--- src/rtl/smv_pkg.sv ---
package smv_pkg;

	// Vector store size and derived widths.
	localparam int MAX_LENGTH = 64;
	localparam int IDX_W = (MAX_LENGTH > 1) ? $clog2(MAX_LENGTH) : 1;
	localparam int SAMPLE_W = 16;
	localparam int EXP_W = 17;
	localparam int SUM_W = EXP_W + IDX_W;
	localparam int NUM_W = EXP_W + 16;
	localparam int DIV_STEPS = NUM_W;
	localparam int DCNT_W = $clog2(DIV_STEPS + 1);

	// Exponent handling: k values of 4096 or more always give zero.
	localparam int EXP_BITS = 12;
	localparam int PIDX_W = $clog2(EXP_BITS);
	localparam logic [63:0] ONE_Q62 = 64'h4000_0000_0000_0000;
	localparam logic signed [SAMPLE_W-1:0] CLIP_RESET = 16'shC000;
	localparam logic signed [SAMPLE_W-1:0] MAX_RESET = 16'sh8000;

	typedef enum logic [3:0] {
		S_COLLECT,
		S_EXP_RD,
		S_EXP_K,
		S_EXP_BIT,
		S_MUL,
		S_MUL_ADD,
		S_MUL_DONE,
		S_EXP_WR,
		S_DIV_RD,
		S_DIV_LD,
		S_DIV,
		S_OUT
	} state_t;

	// Commands from the controller to the datapath.
	typedef struct packed {
		logic [IDX_W-1:0] addr;
		logic             sample_we;
		logic             max_clr;
		logic             exp_load;
		logic             k_next;
		logic             mul_en;
		logic [1:0]       mul_step;
		logic             mul_clr;
		logic             mul_acc;
		logic             mul_done;
		logic             exp_wr;
		logic             sum_clr;
		logic             div_load;
		logic             div_step;
		logic             last_set;
	} cmd_t;

	// Status from the datapath to the controller.
	typedef struct packed {
		logic k_zero;
		logic k_lsb;
	} status_t;

	// Q2.62 product with truncation, used to build the power table.
	function automatic logic [63:0] mul_q62(input logic [63:0] a, input logic [63:0] b);
		logic [127:0] p;
		p = {64'd0, a} * {64'd0, b};
		return p[125:62];
	endfunction

	// Table of b^(2^j) with b = exp(-1/256) from its Taylor series.
	function automatic logic [EXP_BITS-1:0][63:0] pow_table();
		logic [63:0] term;
		logic [63:0] s;
		logic [EXP_BITS-1:0][63:0] t;
		term = ONE_Q62;
		s = ONE_Q62;
		term = (term >> 8) / 64'd1;  s = s - term;
		term = (term >> 8) / 64'd2;  s = s + term;
		term = (term >> 8) / 64'd3;  s = s - term;
		term = (term >> 8) / 64'd4;  s = s + term;
		term = (term >> 8) / 64'd5;  s = s - term;
		term = (term >> 8) / 64'd6;  s = s + term;
		term = (term >> 8) / 64'd7;  s = s - term;
		term = (term >> 8) / 64'd8;  s = s + term;
		term = (term >> 8) / 64'd9;  s = s - term;
		term = (term >> 8) / 64'd10; s = s + term;
		t[0] = s;
		for (int j = 1; j < EXP_BITS; j++) begin
			t[j] = mul_q62(t[j-1], t[j-1]);
		end
		return t;
	endfunction

	localparam logic [EXP_BITS-1:0][63:0] POW_TAB = pow_table();

endpackage

--- src/rtl/smv_ctrl.sv ---
module smv_ctrl (
	input  logic            clk,
	input  logic            arst_n,
	input  logic            in_valid,
	input  logic            in_last,
	output logic            in_ready,
	output logic            out_valid,
	input  logic            out_ready,
	input  smv_pkg::status_t status,
	output smv_pkg::cmd_t   cmd
);
	import smv_pkg::*;

	state_t state_q, state_d;
	logic [IDX_W-1:0] cnt_q, cnt_d;
	logic [IDX_W-1:0] idx_q, idx_d;
	logic [IDX_W-1:0] lastidx_q, lastidx_d;
	logic [1:0] step_q, step_d;
	logic [DCNT_W-1:0] dcnt_q, dcnt_d;

	// State and counter registers.
	always_ff @(posedge clk or negedge arst_n) begin
		if (!arst_n) begin
			state_q <= S_COLLECT;
			cnt_q <= '0;
			idx_q <= '0;
			lastidx_q <= '0;
			step_q <= '0;
			dcnt_q <= '0;
		end else begin
			state_q <= state_d;
			cnt_q <= cnt_d;
			idx_q <= idx_d;
			lastidx_q <= lastidx_d;
			step_q <= step_d;
			dcnt_q <= dcnt_d;
		end
	end

	// Next state and commands.
	always_comb begin
		state_d = state_q;
		cnt_d = cnt_q;
		idx_d = idx_q;
		lastidx_d = lastidx_q;
		step_d = step_q;
		dcnt_d = dcnt_q;
		cmd = '0;
		cmd.addr = idx_q;
		cmd.mul_step = step_q;
		in_ready = 1'b0;
		out_valid = 1'b0;
		unique case (state_q)
			S_COLLECT: begin
				in_ready = 1'b1;
				cmd.addr = cnt_q;
				if (in_valid) begin
					cmd.sample_we = 1'b1;
					if (in_last || cnt_q == IDX_W'(MAX_LENGTH - 1)) begin
						lastidx_d = cnt_q;
						cnt_d = '0;
						idx_d = '0;
						cmd.sum_clr = 1'b1;
						state_d = S_EXP_RD;
					end else begin
						cnt_d = cnt_q + 1'b1;
					end
				end
			end
			S_EXP_RD: begin
				state_d = S_EXP_K;
			end
			S_EXP_K: begin
				cmd.exp_load = 1'b1;
				state_d = S_EXP_BIT;
			end
			S_EXP_BIT: begin
				if (status.k_zero) begin
					state_d = S_EXP_WR;
				end else if (status.k_lsb) begin
					step_d = '0;
					state_d = S_MUL;
				end else begin
					cmd.k_next = 1'b1;
				end
			end
			S_MUL: begin
				cmd.mul_en = 1'b1;
				cmd.mul_clr = (step_q == 2'd0);
				cmd.mul_acc = (step_q != 2'd0);
				step_d = step_q + 1'b1;
				if (step_q == 2'd3) begin
					state_d = S_MUL_ADD;
				end
			end
			S_MUL_ADD: begin
				cmd.mul_acc = 1'b1;
				state_d = S_MUL_DONE;
			end
			S_MUL_DONE: begin
				cmd.mul_done = 1'b1;
				cmd.k_next = 1'b1;
				state_d = S_EXP_BIT;
			end
			S_EXP_WR: begin
				cmd.exp_wr = 1'b1;
				if (idx_q == lastidx_q) begin
					idx_d = '0;
					state_d = S_DIV_RD;
				end else begin
					idx_d = idx_q + 1'b1;
					state_d = S_EXP_RD;
				end
			end
			S_DIV_RD: begin
				state_d = S_DIV_LD;
			end
			S_DIV_LD: begin
				cmd.div_load = 1'b1;
				cmd.last_set = (idx_q == lastidx_q);
				dcnt_d = '0;
				state_d = S_DIV;
			end
			S_DIV: begin
				cmd.div_step = 1'b1;
				dcnt_d = dcnt_q + 1'b1;
				if (dcnt_q == DCNT_W'(DIV_STEPS - 1)) begin
					state_d = S_OUT;
				end
			end
			S_OUT: begin
				out_valid = 1'b1;
				if (out_ready) begin
					if (idx_q == lastidx_q) begin
						cmd.max_clr = 1'b1;
						state_d = S_COLLECT;
					end else begin
						idx_d = idx_q + 1'b1;
						state_d = S_DIV_RD;
					end
				end
			end
			default: begin
				state_d = S_COLLECT;
			end
		endcase
	end

endmodule

--- config.mk ---
export PLATFORM = sky130hd
export DESIGN_NAME = smv_ctrl
export DESIGN_NICKNAME = d
export VERILOG_FILES = /design/src/rtl/smv_pkg.sv /design/src/rtl/smv_ctrl.sv
export SDC_FILE = /design/constraint.sdc
export NUM_CORES = 1
export LEC_CHECK = 0
export BUFFER_PORTS_ARGS = -buffer_cell sky130_fd_sc_hd__buf_2
export CAP_MARGIN = 15
export CORE_UTILIZATION = 40
export CTS_BUF_LIST = sky130_fd_sc_hd__clkbuf_16
export CTS_CLUSTER_DIAMETER = 120
export CTS_CLUSTER_SIZE = 25
export DETAILED_ROUTE_END_ITERATION = 8
export HOLD_SLACK_MARGIN = 0.08
export PLACE_DENSITY = 0.68
export SLEW_MARGIN = 20
export SYNTH_ARGS = -nofsm -noshare
export SYNTH_HDL_FRONTEND = slang
export SYNTH_SLANG_ARGS = --single-unit
--- constraint.sdc ---
create_clock -name clk -period 2.1 [get_ports clk]
set_input_delay 0.105 -clock clk [delete_from_list [all_inputs] [get_ports clk]]
set_output_delay 0.105 -clock clk [all_outputs]
set_load 0.005 [all_outputs]
==> reports/qor.txt, run 1 <==
Buffers & Inverters on Critical Path -> 3
Top FF cell, synth -> dfrtp_1
number of vias per cell -> 5.67
post-layout utilization of the core -> 0.530
GR Util All Layers -> 0.193
reg-to-reg startpoint -> cnt_q[0]
Vias -> 1,700
Routed wire per std cell -> 14.9 um
crit path setup slack, layout -> 0.0271 ns
Finished Cell Area -> 0.00237 mm2
pre-CTS worst setup slack -> 0.00878 ns
CP endpoint kind -> output port
Setup TNS Final -> 0 ns
cell depth of the worst flop-to-flop path -> 7
post-detailed-route DRC marker count -> 3
last element of the critical path -> cmd[20]
Pwr Total -> 2.84 mW
Synth-to-Final Area Change -> 23.9%
dominant cell type by count on the critical path -> buf_4
wire length of the first global-routing pass -> 7.45 mm
global route total overflow -> 0
crit-path cells -> buf_4 > nor4_4 > buf_4 > mux2_2 > buf_2
Power per Cell Area -> 1200 mW/mm2
clock period minus final worst setup slack -> 2.07 ns
failing checks -> DRC
die width -> 71.2 um
cell leakage power -> 1.18 nW
number of placed cells counting well taps -> 287
Final HPWL DP -> 3.18 mm
overall routed net length -> 4.48 mm
number of warnings reported in the yosys synthesis log -> 0
antenna violations before repair -> 0
max-slew violation total from the final report -> 0
largest stage delay on the critical path -> 0.50 ns
antenna cells -> 0
Synth Instances -> 201
cts bufs inserted -> 5
synthesized area -> 0.00191 mm2
Placed Area -> 0.00216 mm2
via count of the first global-routing pass -> 1,583
distinct cell type count after synthesis -> 52
worst-path fanout max -> 13
later-pin clock latency in the skew report -> 0.28 ns
maximum vdd drop -> 0.621 mV
Synth Net Count -> 214
TritonCTS sink count -> 30
worst endpoint data arrival time -> 1.97 ns
sequential area share after synthesis -> 0.392
largest delay contributor family on the critical path -> buffers and inverters
maximum number of pins on one net before global-route repair -> 31
worst setup path start -> state_q[3]
I/O Buffers -> 29
Clock Tree Root -> clkbuf_16
transition at the pin with the smallest max-transition slack -> 0.687 ns
TritonCTS clock tree -> built
maximum capacitance violations -> 0
result of the run -> finished with violations
Critical Path Source Type -> register
EDFF count, synth -> 0
flip-flop and latch count after synthesis -> 30
asr flop ratio synth -> 1.00
I/O pin count -> 30
number of design-rule violations left by the first detailed-router iteration -> 119
slowest CP cell -> dfrtp_2
ANT nets after route -> 0
Pre-Repair DR Iteration Count -> 6
maximum achievable frequency -> 482 MHz
Site Rows -> 24
NumNets Final -> 260
Tcrit/Tclk final -> 0.987
Max Clock Skew -> 0.00583 ns
classification of the worst-slack hold path -> input pin to register
H-tree depth reported by CTS -> 2
Fin Hold WS -> 0.100 ns
minimum setup slack among reg-to-reg paths -> 0.10 ns
fraction of final layout cells with drive strength greater than 1 -> 0.343
core region area -> 0.00447 mm2
worst r2r dst -> state_q[2]
final cell count without fillers -> 300
WP depth -> 5
syn avg cell area -> 9.52 um2
unrepaired setup endpoints after global routing -> yes
Starting Density -> 0.428
die span in y -> 71.2 um
die outline area -> 0.00506 mm2
clk slew on worst S/H paths -> 0.05 ns
startpoint-to-endpoint class of the critical path -> register to output port
RePlAce Congestion -> 0.843
Final setup viols -> 0
number of endpoints with negative hold slack in the final report -> 0
worst endpoint required time -> 2.00 ns
worst slew margin relative to its limit -> 0.542
buffer levels on the longest clock path -> 2
-- cell usage after synthesis (2+ instances only) --
cell type	number	area, um2
ha_1	6	75.1
or2b_1	2	15.0
nor3_1	4	20.0
nand2_1	19	71.3
o41ai_1	2	17.5
o21ai_0	19	95.1
mux2i_1	2	20.0
a32o_1	2	20.0
a21boi_0	2	15.0
o21ai_1	2	10.0
nor2_1	16	60.1
mux2_2	11	124
nor4_1	2	12.5
nand4_1	4	25.0
a31oi_1	3	18.8
inv_1	11	41.3
xor2_1	6	52.6
nand3_1	11	55.1
a21o_1	2	15.0
nand2b_1	3	18.8
and2_1	3	18.8
and3_1	2	12.5
buf_4	4	30.0
a21oi_1	6	30.0
dfrtp_1	30	751
-- flip-flops by register name, indices dropped and copies added, names as in the netlist --
register	cells
cnt_q	6
dcnt_q	6
idx_q	6
lastidx_q	6
state_q	4
step_q	2
-- layout make-up --
| class | instances | area (um2) |
|---|---|---|
| repair buffers | 44 | 260 |
| well taps | 52 | 65.1 |
| clock buffers | 5 | 125 |
| clock inverters | 3 | 12.5 |
| inverters | 12 | 50.0 |
| multi-input cells | 154 | 1100 |
| fillers | 436 | 2100 |
| flip-flops and latches | 30 | 757 |
-- kinds of logic (layout without fill, tap and decap cells) --
group,after synthesis,in the layout,synth area share
simple gates,83,83,0.258
compound gates,46,46,0.164
flops,30,30,0.392
buf+inv,17,64,0.0438
mux,13,13,0.0752
fa+ha+maj,6,6,0.0392
xor+xnor,6,6,0.0275
-- worst min-delay path by stage --
| stage | start | end | slack [ns] | cells after the start |
|---|---|---|---|---|
| 2_1_floorplan | arst_n | cnt_q[0] | -0.19 | 0 |
| 6_report | in_last | cnt_q[5] | 0.10 | 2 |
| 3_3_place_gp | arst_n | lastidx_q[3] | 0.20 | 1 |
| 5_1_grt | in_last | cnt_q[5] | 0.12 | 2 |
| 4_1_cts | in_last | cnt_q[5] | 0.09 | 2 |
| 3_5_place_dp | arst_n | lastidx_q[3] | 0.19 | 1 |
-- power by group --
part	total [mW]	internal, mW	leakage, nW	switching (mW)
Clock	0.677	0.427	0.0724	0.250
Combinational	1.20	0.573	0.707	0.627
Sequential	0.958	0.720	0.398	0.238
Total	2.84	1.72	1.18	1.11
-- per-layer routing --
metal	track usage	up-vias	share of wire
li1	-	819	-
met1	0.269	825	0.49
met2	0.285	49	0.45
met3	0.0527	7	0.043
met4	0.0778	0	0.016
met5	0	-	0
-- repair_timing --
| item | 4_1_cts | 5_1_grt |
|---|---|---|
| setup buffers | 1 | 3 |
| gates resized for setup | 3 | 7 |
| hold buffers | 1 | 0 |
| pin swaps | 1 | 0 |
| setup endpoints to repair | 6 | 11 |
| hold endpoints to repair | 30 | 0 |
-- cell usage in the layout, fill, tap and decap left out, types with 3 or more instances in the layout --
cell       instances
nor2_1            16
a21oi_1            6
nand2b_1           3
dfrtp_2            5
buf_2             29
mux2_2            11
xor2_1             6
ha_1               5
nand3_1           11
dfrtp_1           25
a31oi_1            3
nand4_1            4
o21ai_0           19
and2_1             3
inv_1             12
clkbuf_16          5
nand2_1           19
nor3_1             4
buf_4             14
Power figures use the tool's default switching activity.
==> inputs of run 2 (changes only) <==
PLACE_DENSITY = 0.58   (was 0.68)
==> reports/qor.txt, run 2 (synthesis results as in run 1) <==
clk slew on worst S/H paths -> 0.05 ns
number of vias per cell -> 5.35
buffer levels on the longest clock path -> 2
via count of the first global-routing pass -> 1,579
post-detailed-route DRC marker count -> 0
worst endpoint data arrival time -> 1.91 ns
GR Util All Layers -> 0.195
cts bufs inserted -> 5
number of endpoints with negative hold slack in the final report -> 0
Pre-Repair DR Iteration Count -> 6
maximum number of pins on one net before global-route repair -> 31
TritonCTS clock tree -> built
Max Clock Skew -> 0.00712 ns
H-tree depth reported by CTS -> 2
worst r2r dst -> state_q[2]
maximum capacitance violations -> 0
Final HPWL DP -> 3.30 mm
die outline area -> 0.00506 mm2
global route total overflow -> 0
most common cell after layout, fill and taps aside -> buf_2
maximum achievable frequency -> 496 MHz
worst slew margin relative to its limit -> 0.541
cell depth of the worst flop-to-flop path -> 7
Starting Density -> 0.428
startpoint-to-endpoint class of the critical path -> register to output port
Site Rows -> 24
I/O pin count -> 30
minimum setup slack among reg-to-reg paths -> 0.09 ns
Setup TNS Final -> 0 ns
die width -> 71.2 um
classification of the worst-slack hold path -> input pin to register
Tcrit/Tclk final -> 0.961
number of design-rule violations left by the first detailed-router iteration -> 85
later-pin clock latency in the skew report -> 0.27 ns
ANT nets after route -> 0
worst-path fanout max -> 9
final cell count without fillers -> 303
Power per Cell Area -> 1190 mW/mm2
CP endpoint kind -> output port
die span in y -> 71.2 um
NumNets Final -> 263
result of the run -> finished clean
fraction of final layout cells with drive strength greater than 1 -> 0.335
Clock Tree Root -> clkbuf_16
TritonCTS sink count -> 30
max-slew violation total from the final report -> 0
wire length of the first global-routing pass -> 7.59 mm
min-delay src -> in_last
antenna cells -> 0
most frequent cells in the layout -> buf_2, dfrtp_1, nand2_1, o21ai_0
Final setup viols -> 0
Critical Path Source Type -> register
Vias -> 1,620
transition at the pin with the smallest max-transition slack -> 0.689 ns
clock period minus final worst setup slack -> 2.02 ns
number of cells on the worst hold path -> 2
Routed wire per std cell -> 15.1 um
number of placed cells counting well taps -> 292
reg-to-reg startpoint -> cnt_q[0]
core region area -> 0.00447 mm2
antenna violations before repair -> 0
I/O Buffers -> 29
unrepaired setup endpoints after global routing -> no
Worst Hold End -> cnt_q[5]
worst endpoint required time -> 2.00 ns
cell leakage power -> 1.20 nW
Synth-to-Final Area Change -> 24.7%
overall routed net length -> 4.57 mm
maximum vdd drop -> 0.494 mV
RePlAce Congestion -> 0.768
## run 2: changes by cell type in the layout (fill, tap and decap cells not counted), sizes merged
cell | before | now
buf | 43 | 46
## run 2: worst max-delay path: stages, from the launching register on
cell	delay, ns
dfrtp_1	0.49
buf_4	0.21
nor4_4	0.29
buf_6	0.19
mux2_2	0.33
buf_2	0.13
## run 2: area by class of cell
class | instances | area [um2]
fill | 430 | 2090
multi-input combinational | 154 | 1090
sequential | 30 | 753
timing repair buffer | 47 | 287
clock buffer | 5 | 125
tap | 52 | 65.1
inverter | 12 | 50.0
clock inverter | 3 | 12.5
## run 2: metrics by stage
step                      power, mW  utilization  instance area [um2]  hold WS (ns)  worst slack (ns)
after floorplan                1.69            -                 1910        -0.191             0.254
after global placement         2.09        0.492                 2200         0.195             0.112
after detailed placement       2.10        0.492                 2200         0.197             0.103
after CTS                      2.79        0.525                 2350        0.0900            0.0286
after global routing           3.05        0.533                 2390         0.110          0.000668
final                          2.83        0.533                 2390        0.0984            0.0820
## run 2: how the worst max path moves through the flow
stage	endpoint	depth (start not counted)	slack [ns]	from
2_1_floorplan	state_q[2]	7	0.25	cnt_q[0]
3_3_place_gp	state_q[1]	8	0.11	dcnt_q[0]
3_5_place_dp	state_q[1]	7	0.10	cnt_q[0]
4_1_cts	cmd[18]	4	0.03	state_q[1]
5_1_grt	cmd[18]	5	0.0007	state_q[3]
6_report	cmd[18]	5	0.08	state_q[3]
## run 2: layer usage
metal,global-route usage,up-vias,part of all wire
li1,-,825,-
met1,0.271,761,0.52
met2,0.302,29,0.44
met3,0.0499,5,0.033
met4,0.0533,0,0.012
met5,0,-,0
## run 2: power by group
part / internal [mW] / total [mW] / switching, mW
clock: 0.427 / 0.671 / 0.244
combinational: 0.590 / 1.23 / 0.641
sequential: 0.715 / 0.926 / 0.212
## run 2: timing repair
| item | 4_1_cts | 5_1_grt |
|---|---|---|
| gates resized for setup | 0 | 7 |
| buffers inserted | 0 | 2 |
| setup endpoints to repair | 0 | 8 |
| endpoints found under the hold margin | 30 | 0 |
| hold buffers | 1 | 0 |
==> inputs of run 3 (changes only) <==
ABC_AREA = 1   (was not set)
PLACE_DENSITY = 0.57   (was 0.58)
SKIP_CTS_REPAIR_TIMING = 1   (was not set)
==> reports/qor.txt, run 3 <==
result of the run -> finished clean
maximum capacitance violations -> 0
Pwr Total -> 3.13 mW
antenna violations before repair -> 0
TritonCTS clock tree -> built
minimum setup slack among reg-to-reg paths -> 0.49 ns
buffer levels on the longest clock path -> 2
transition at the pin with the smallest max-transition slack -> 0.721 ns
reg-to-reg startpoint -> cnt_q[0]
Synth-to-Final Area Change -> 19.7%
Top FF cell, synth -> dfrtp_1
wire length of the first global-routing pass -> 7.81 mm
Synth Net Count -> 307
global route total overflow -> 0
Routed wire per std cell -> 11.8 um
cell type with the largest total area after synthesis -> dfrtp_1
share of the synthesized area in compound gates (AO/OA/AOI/OAI) -> 0.0917
fraction of final layout cells with drive strength greater than 1 -> 0.211
TritonCTS sink count -> 30
largest stage delay on the critical path -> 0.43 ns
flip-flop and latch count after synthesis -> 30
overall routed net length -> 4.63 mm
RePlAce Congestion -> 0.797
leading post-synthesis cells by cell area -> dfrtp_1, nand2_1, inv_1, o21ai_0, nand3_1
most frequent cells in the layout -> nand2_1, inv_1, dfrtp_1
maximum vdd drop -> 0.786 mV
cts bufs inserted -> 5
synthesized area -> 0.00205 mm2
most common library cells after synthesis -> nand2_1, inv_1, dfrtp_1, nor2_1, o21ai_0
Final setup viols -> 0
distinct cell type count after synthesis -> 28
die span in y -> 73.5 um
worst slew margin relative to its limit -> 0.519
worst endpoint required time -> 2.00 ns
Starting Density -> 0.425
antenna cells -> 0
worst r2r dst -> state_q[1]
die width -> 73.5 um
EDFF count, synth -> 0
Placed Area -> 0.00225 mm2
WP depth -> 6
I/O Buffers -> 29
startpoint-to-endpoint class of the critical path -> register to output port
most common cell after layout, fill and taps aside -> nand2_1
number of endpoints with negative hold slack in the final report -> 0
syn avg cell area -> 6.96 um2
Setup TNS Final -> 0 ns
clk slew on worst S/H paths -> 0.05 ns
max-slew violation total from the final report -> 0
worst endpoint data arrival time -> 1.75 ns
Buffers & Inverters on Critical Path -> 2
Worst Hold End -> step_q[0]
number of design-rule violations left by the first detailed-router iteration -> 84
sequential area share after synthesis -> 0.367
post-detailed-route DRC marker count -> 0
Vias -> 1,841
largest delay contributor family on the critical path -> simple AND/OR/NAND/NOR gates
I/O pin count -> 30
clock period minus final worst setup slack -> 1.86 ns
Critical Path Source Type -> register
adder and majority cell fraction of the synthesized area -> 0.0367
Clock Tree Root -> clkbuf_16
portion of synthesized cell area occupied by the leading cell type -> 0.367
number of vias per cell -> 4.67
GR met2 Demand/Resource -> 0.303
unrepaired setup endpoints after global routing -> no
Finished Cell Area -> 0.00245 mm2
Pre-Repair DR Iteration Count -> 6
peak-usage layer in the global routing report -> met2
slowest CP cell -> dfrtp_1
min-delay src -> status[0]
maximum achievable frequency -> 538 MHz
cell leakage power -> 1.34 nW
number of warnings reported in the yosys synthesis log -> 0
NumNets Final -> 339
worst-path fanout max -> 16
later-pin clock latency in the skew report -> 0.27 ns
Synth Instances -> 294
asr flop ratio synth -> 1.00
Site Rows -> 25
post-layout utilization of the core -> 0.509
cell depth of the worst flop-to-flop path -> 9
Max Clock Skew -> 0.00508 ns
main combinational cell family by area after synthesis -> simple AND/OR/NAND/NOR gates
die outline area -> 0.00541 mm2
Tcrit/Tclk final -> 0.884
multiplexer share of the synthesized area -> 0.00489
H-tree depth reported by CTS -> 2
classification of the worst-slack hold path -> input pin to register
global routing usage on met3 -> 0.0453
CP endpoint kind -> output port
ANT nets after route -> 0
fraction of met1 tracks used by global routing -> 0.251
area fraction in and, or, nand and nor cells after synthesis -> 0.373
core region area -> 0.00482 mm2
via count of the first global-routing pass -> 1,729
Final HPWL DP -> 3.41 mm
cell with the most instances after synthesis -> nand2_1
GR Util All Layers -> 0.190
maximum number of pins on one net before global-route repair -> 31
crit-path cells -> nor2_2 > nand2_4 > nor2_8 > nand2_2 > inv_1 > buf_2
number of cells on the worst hold path -> 4
count of filler cells inserted in the layout -> 507
Power per Cell Area -> 1280 mW/mm2
xor and xnor area share after synthesis -> 0.0257
==> run 3: cell count changes in the layout (fill, tap and decap cells not counted), sizes merged, moves of 3 or more <==
cell and delta:
nand2b -3, nor2 +17, buf -17, mux2 -11
and2 -3, inv +34, nor4 -3, a31oi -3
nand2 +78, o21ai +5, nand3 +9, and3 -3
==> run 3: per-layer routing <==
metal  share of wire  wire length [um]  vias to the layer above
li1                -                 -                      981
met1            0.50              2320                      813
met2            0.44              2050                       40
met3           0.041               190                        7
met4           0.014                67                        0
met5               0                 0                        -
==> run 3: layout make-up <==
class | instances | area, um2 | area share
clock buffer | 5 | 125 | 0.0511
tap | 67 | 83.8 | 0.0342
multi-input combinational | 212 | 1090 | 0.447
timing repair buffer | 30 | 155 | 0.0633
inverter | 47 | 176 | 0.0720
clock inverter | 3 | 63.8 | 0.0260
sequential | 30 | 751 | 0.306
==> run 3: how the worst max path moves through the flow <==
stage          startpoint  endpoint  slack, ns
4_1_cts        state_q[3]    cmd[3]       0.14
6_report       state_q[3]    cmd[3]       0.24
2_1_floorplan    idx_q[0]  idx_q[5]       0.71
3_3_place_gp   state_q[3]    cmd[3]       0.43
3_5_place_dp   state_q[3]    cmd[3]       0.44
5_1_grt        state_q[3]    cmd[3]       0.08
==> run 3: worst register-to-register path: cells and delay by family (launching register included) <==
| kind | cells | cell delay [ns] |
|---|---|---|
| flops | 1 | 0.35 |
| buf+inv | 1 | 0.09 |
| fa+ha+maj | 1 | 0.20 |
| compound gates | 2 | 0.32 |
| simple gates | 5 | 0.59 |
==> run 3: where the power goes <==
| group | total, mW | internal [mW] | switching [mW] |
|---|---|---|---|
| clock | 0.928 | 0.675 | 0.253 |
| combinational | 1.33 | 0.442 | 0.886 |
| sequential | 0.874 | 0.730 | 0.144 |
==> run 3: per-stage QoR <==
step | worst slack, ns | std cells | hold WS (ns)
detailed placement | 0.442 | 385 | 0.211
global placement | 0.435 | 385 | 0.206
global route | 0.0793 | 394 | 0.221
finish | 0.243 | 394 | 0.187
CTS | 0.137 | 393 | -0.0801
floorplan | 0.715 | 294 | -0.191
==> run 3: logic make-up (layout without fill, tap and decap cells) <==
| group | Yosys count | after routing |
|---|---|---|
| AOI/OAI and AO/OA | 36 | 36 |
| buffers and inverters | 52 | 85 |
| adders and majority gates | 6 | 6 |
| DFF | 30 | 30 |
| and+or+nand+nor | 163 | 163 |
| muxes | 1 | 1 |
| xor gates and xnor gates | 6 | 6 |
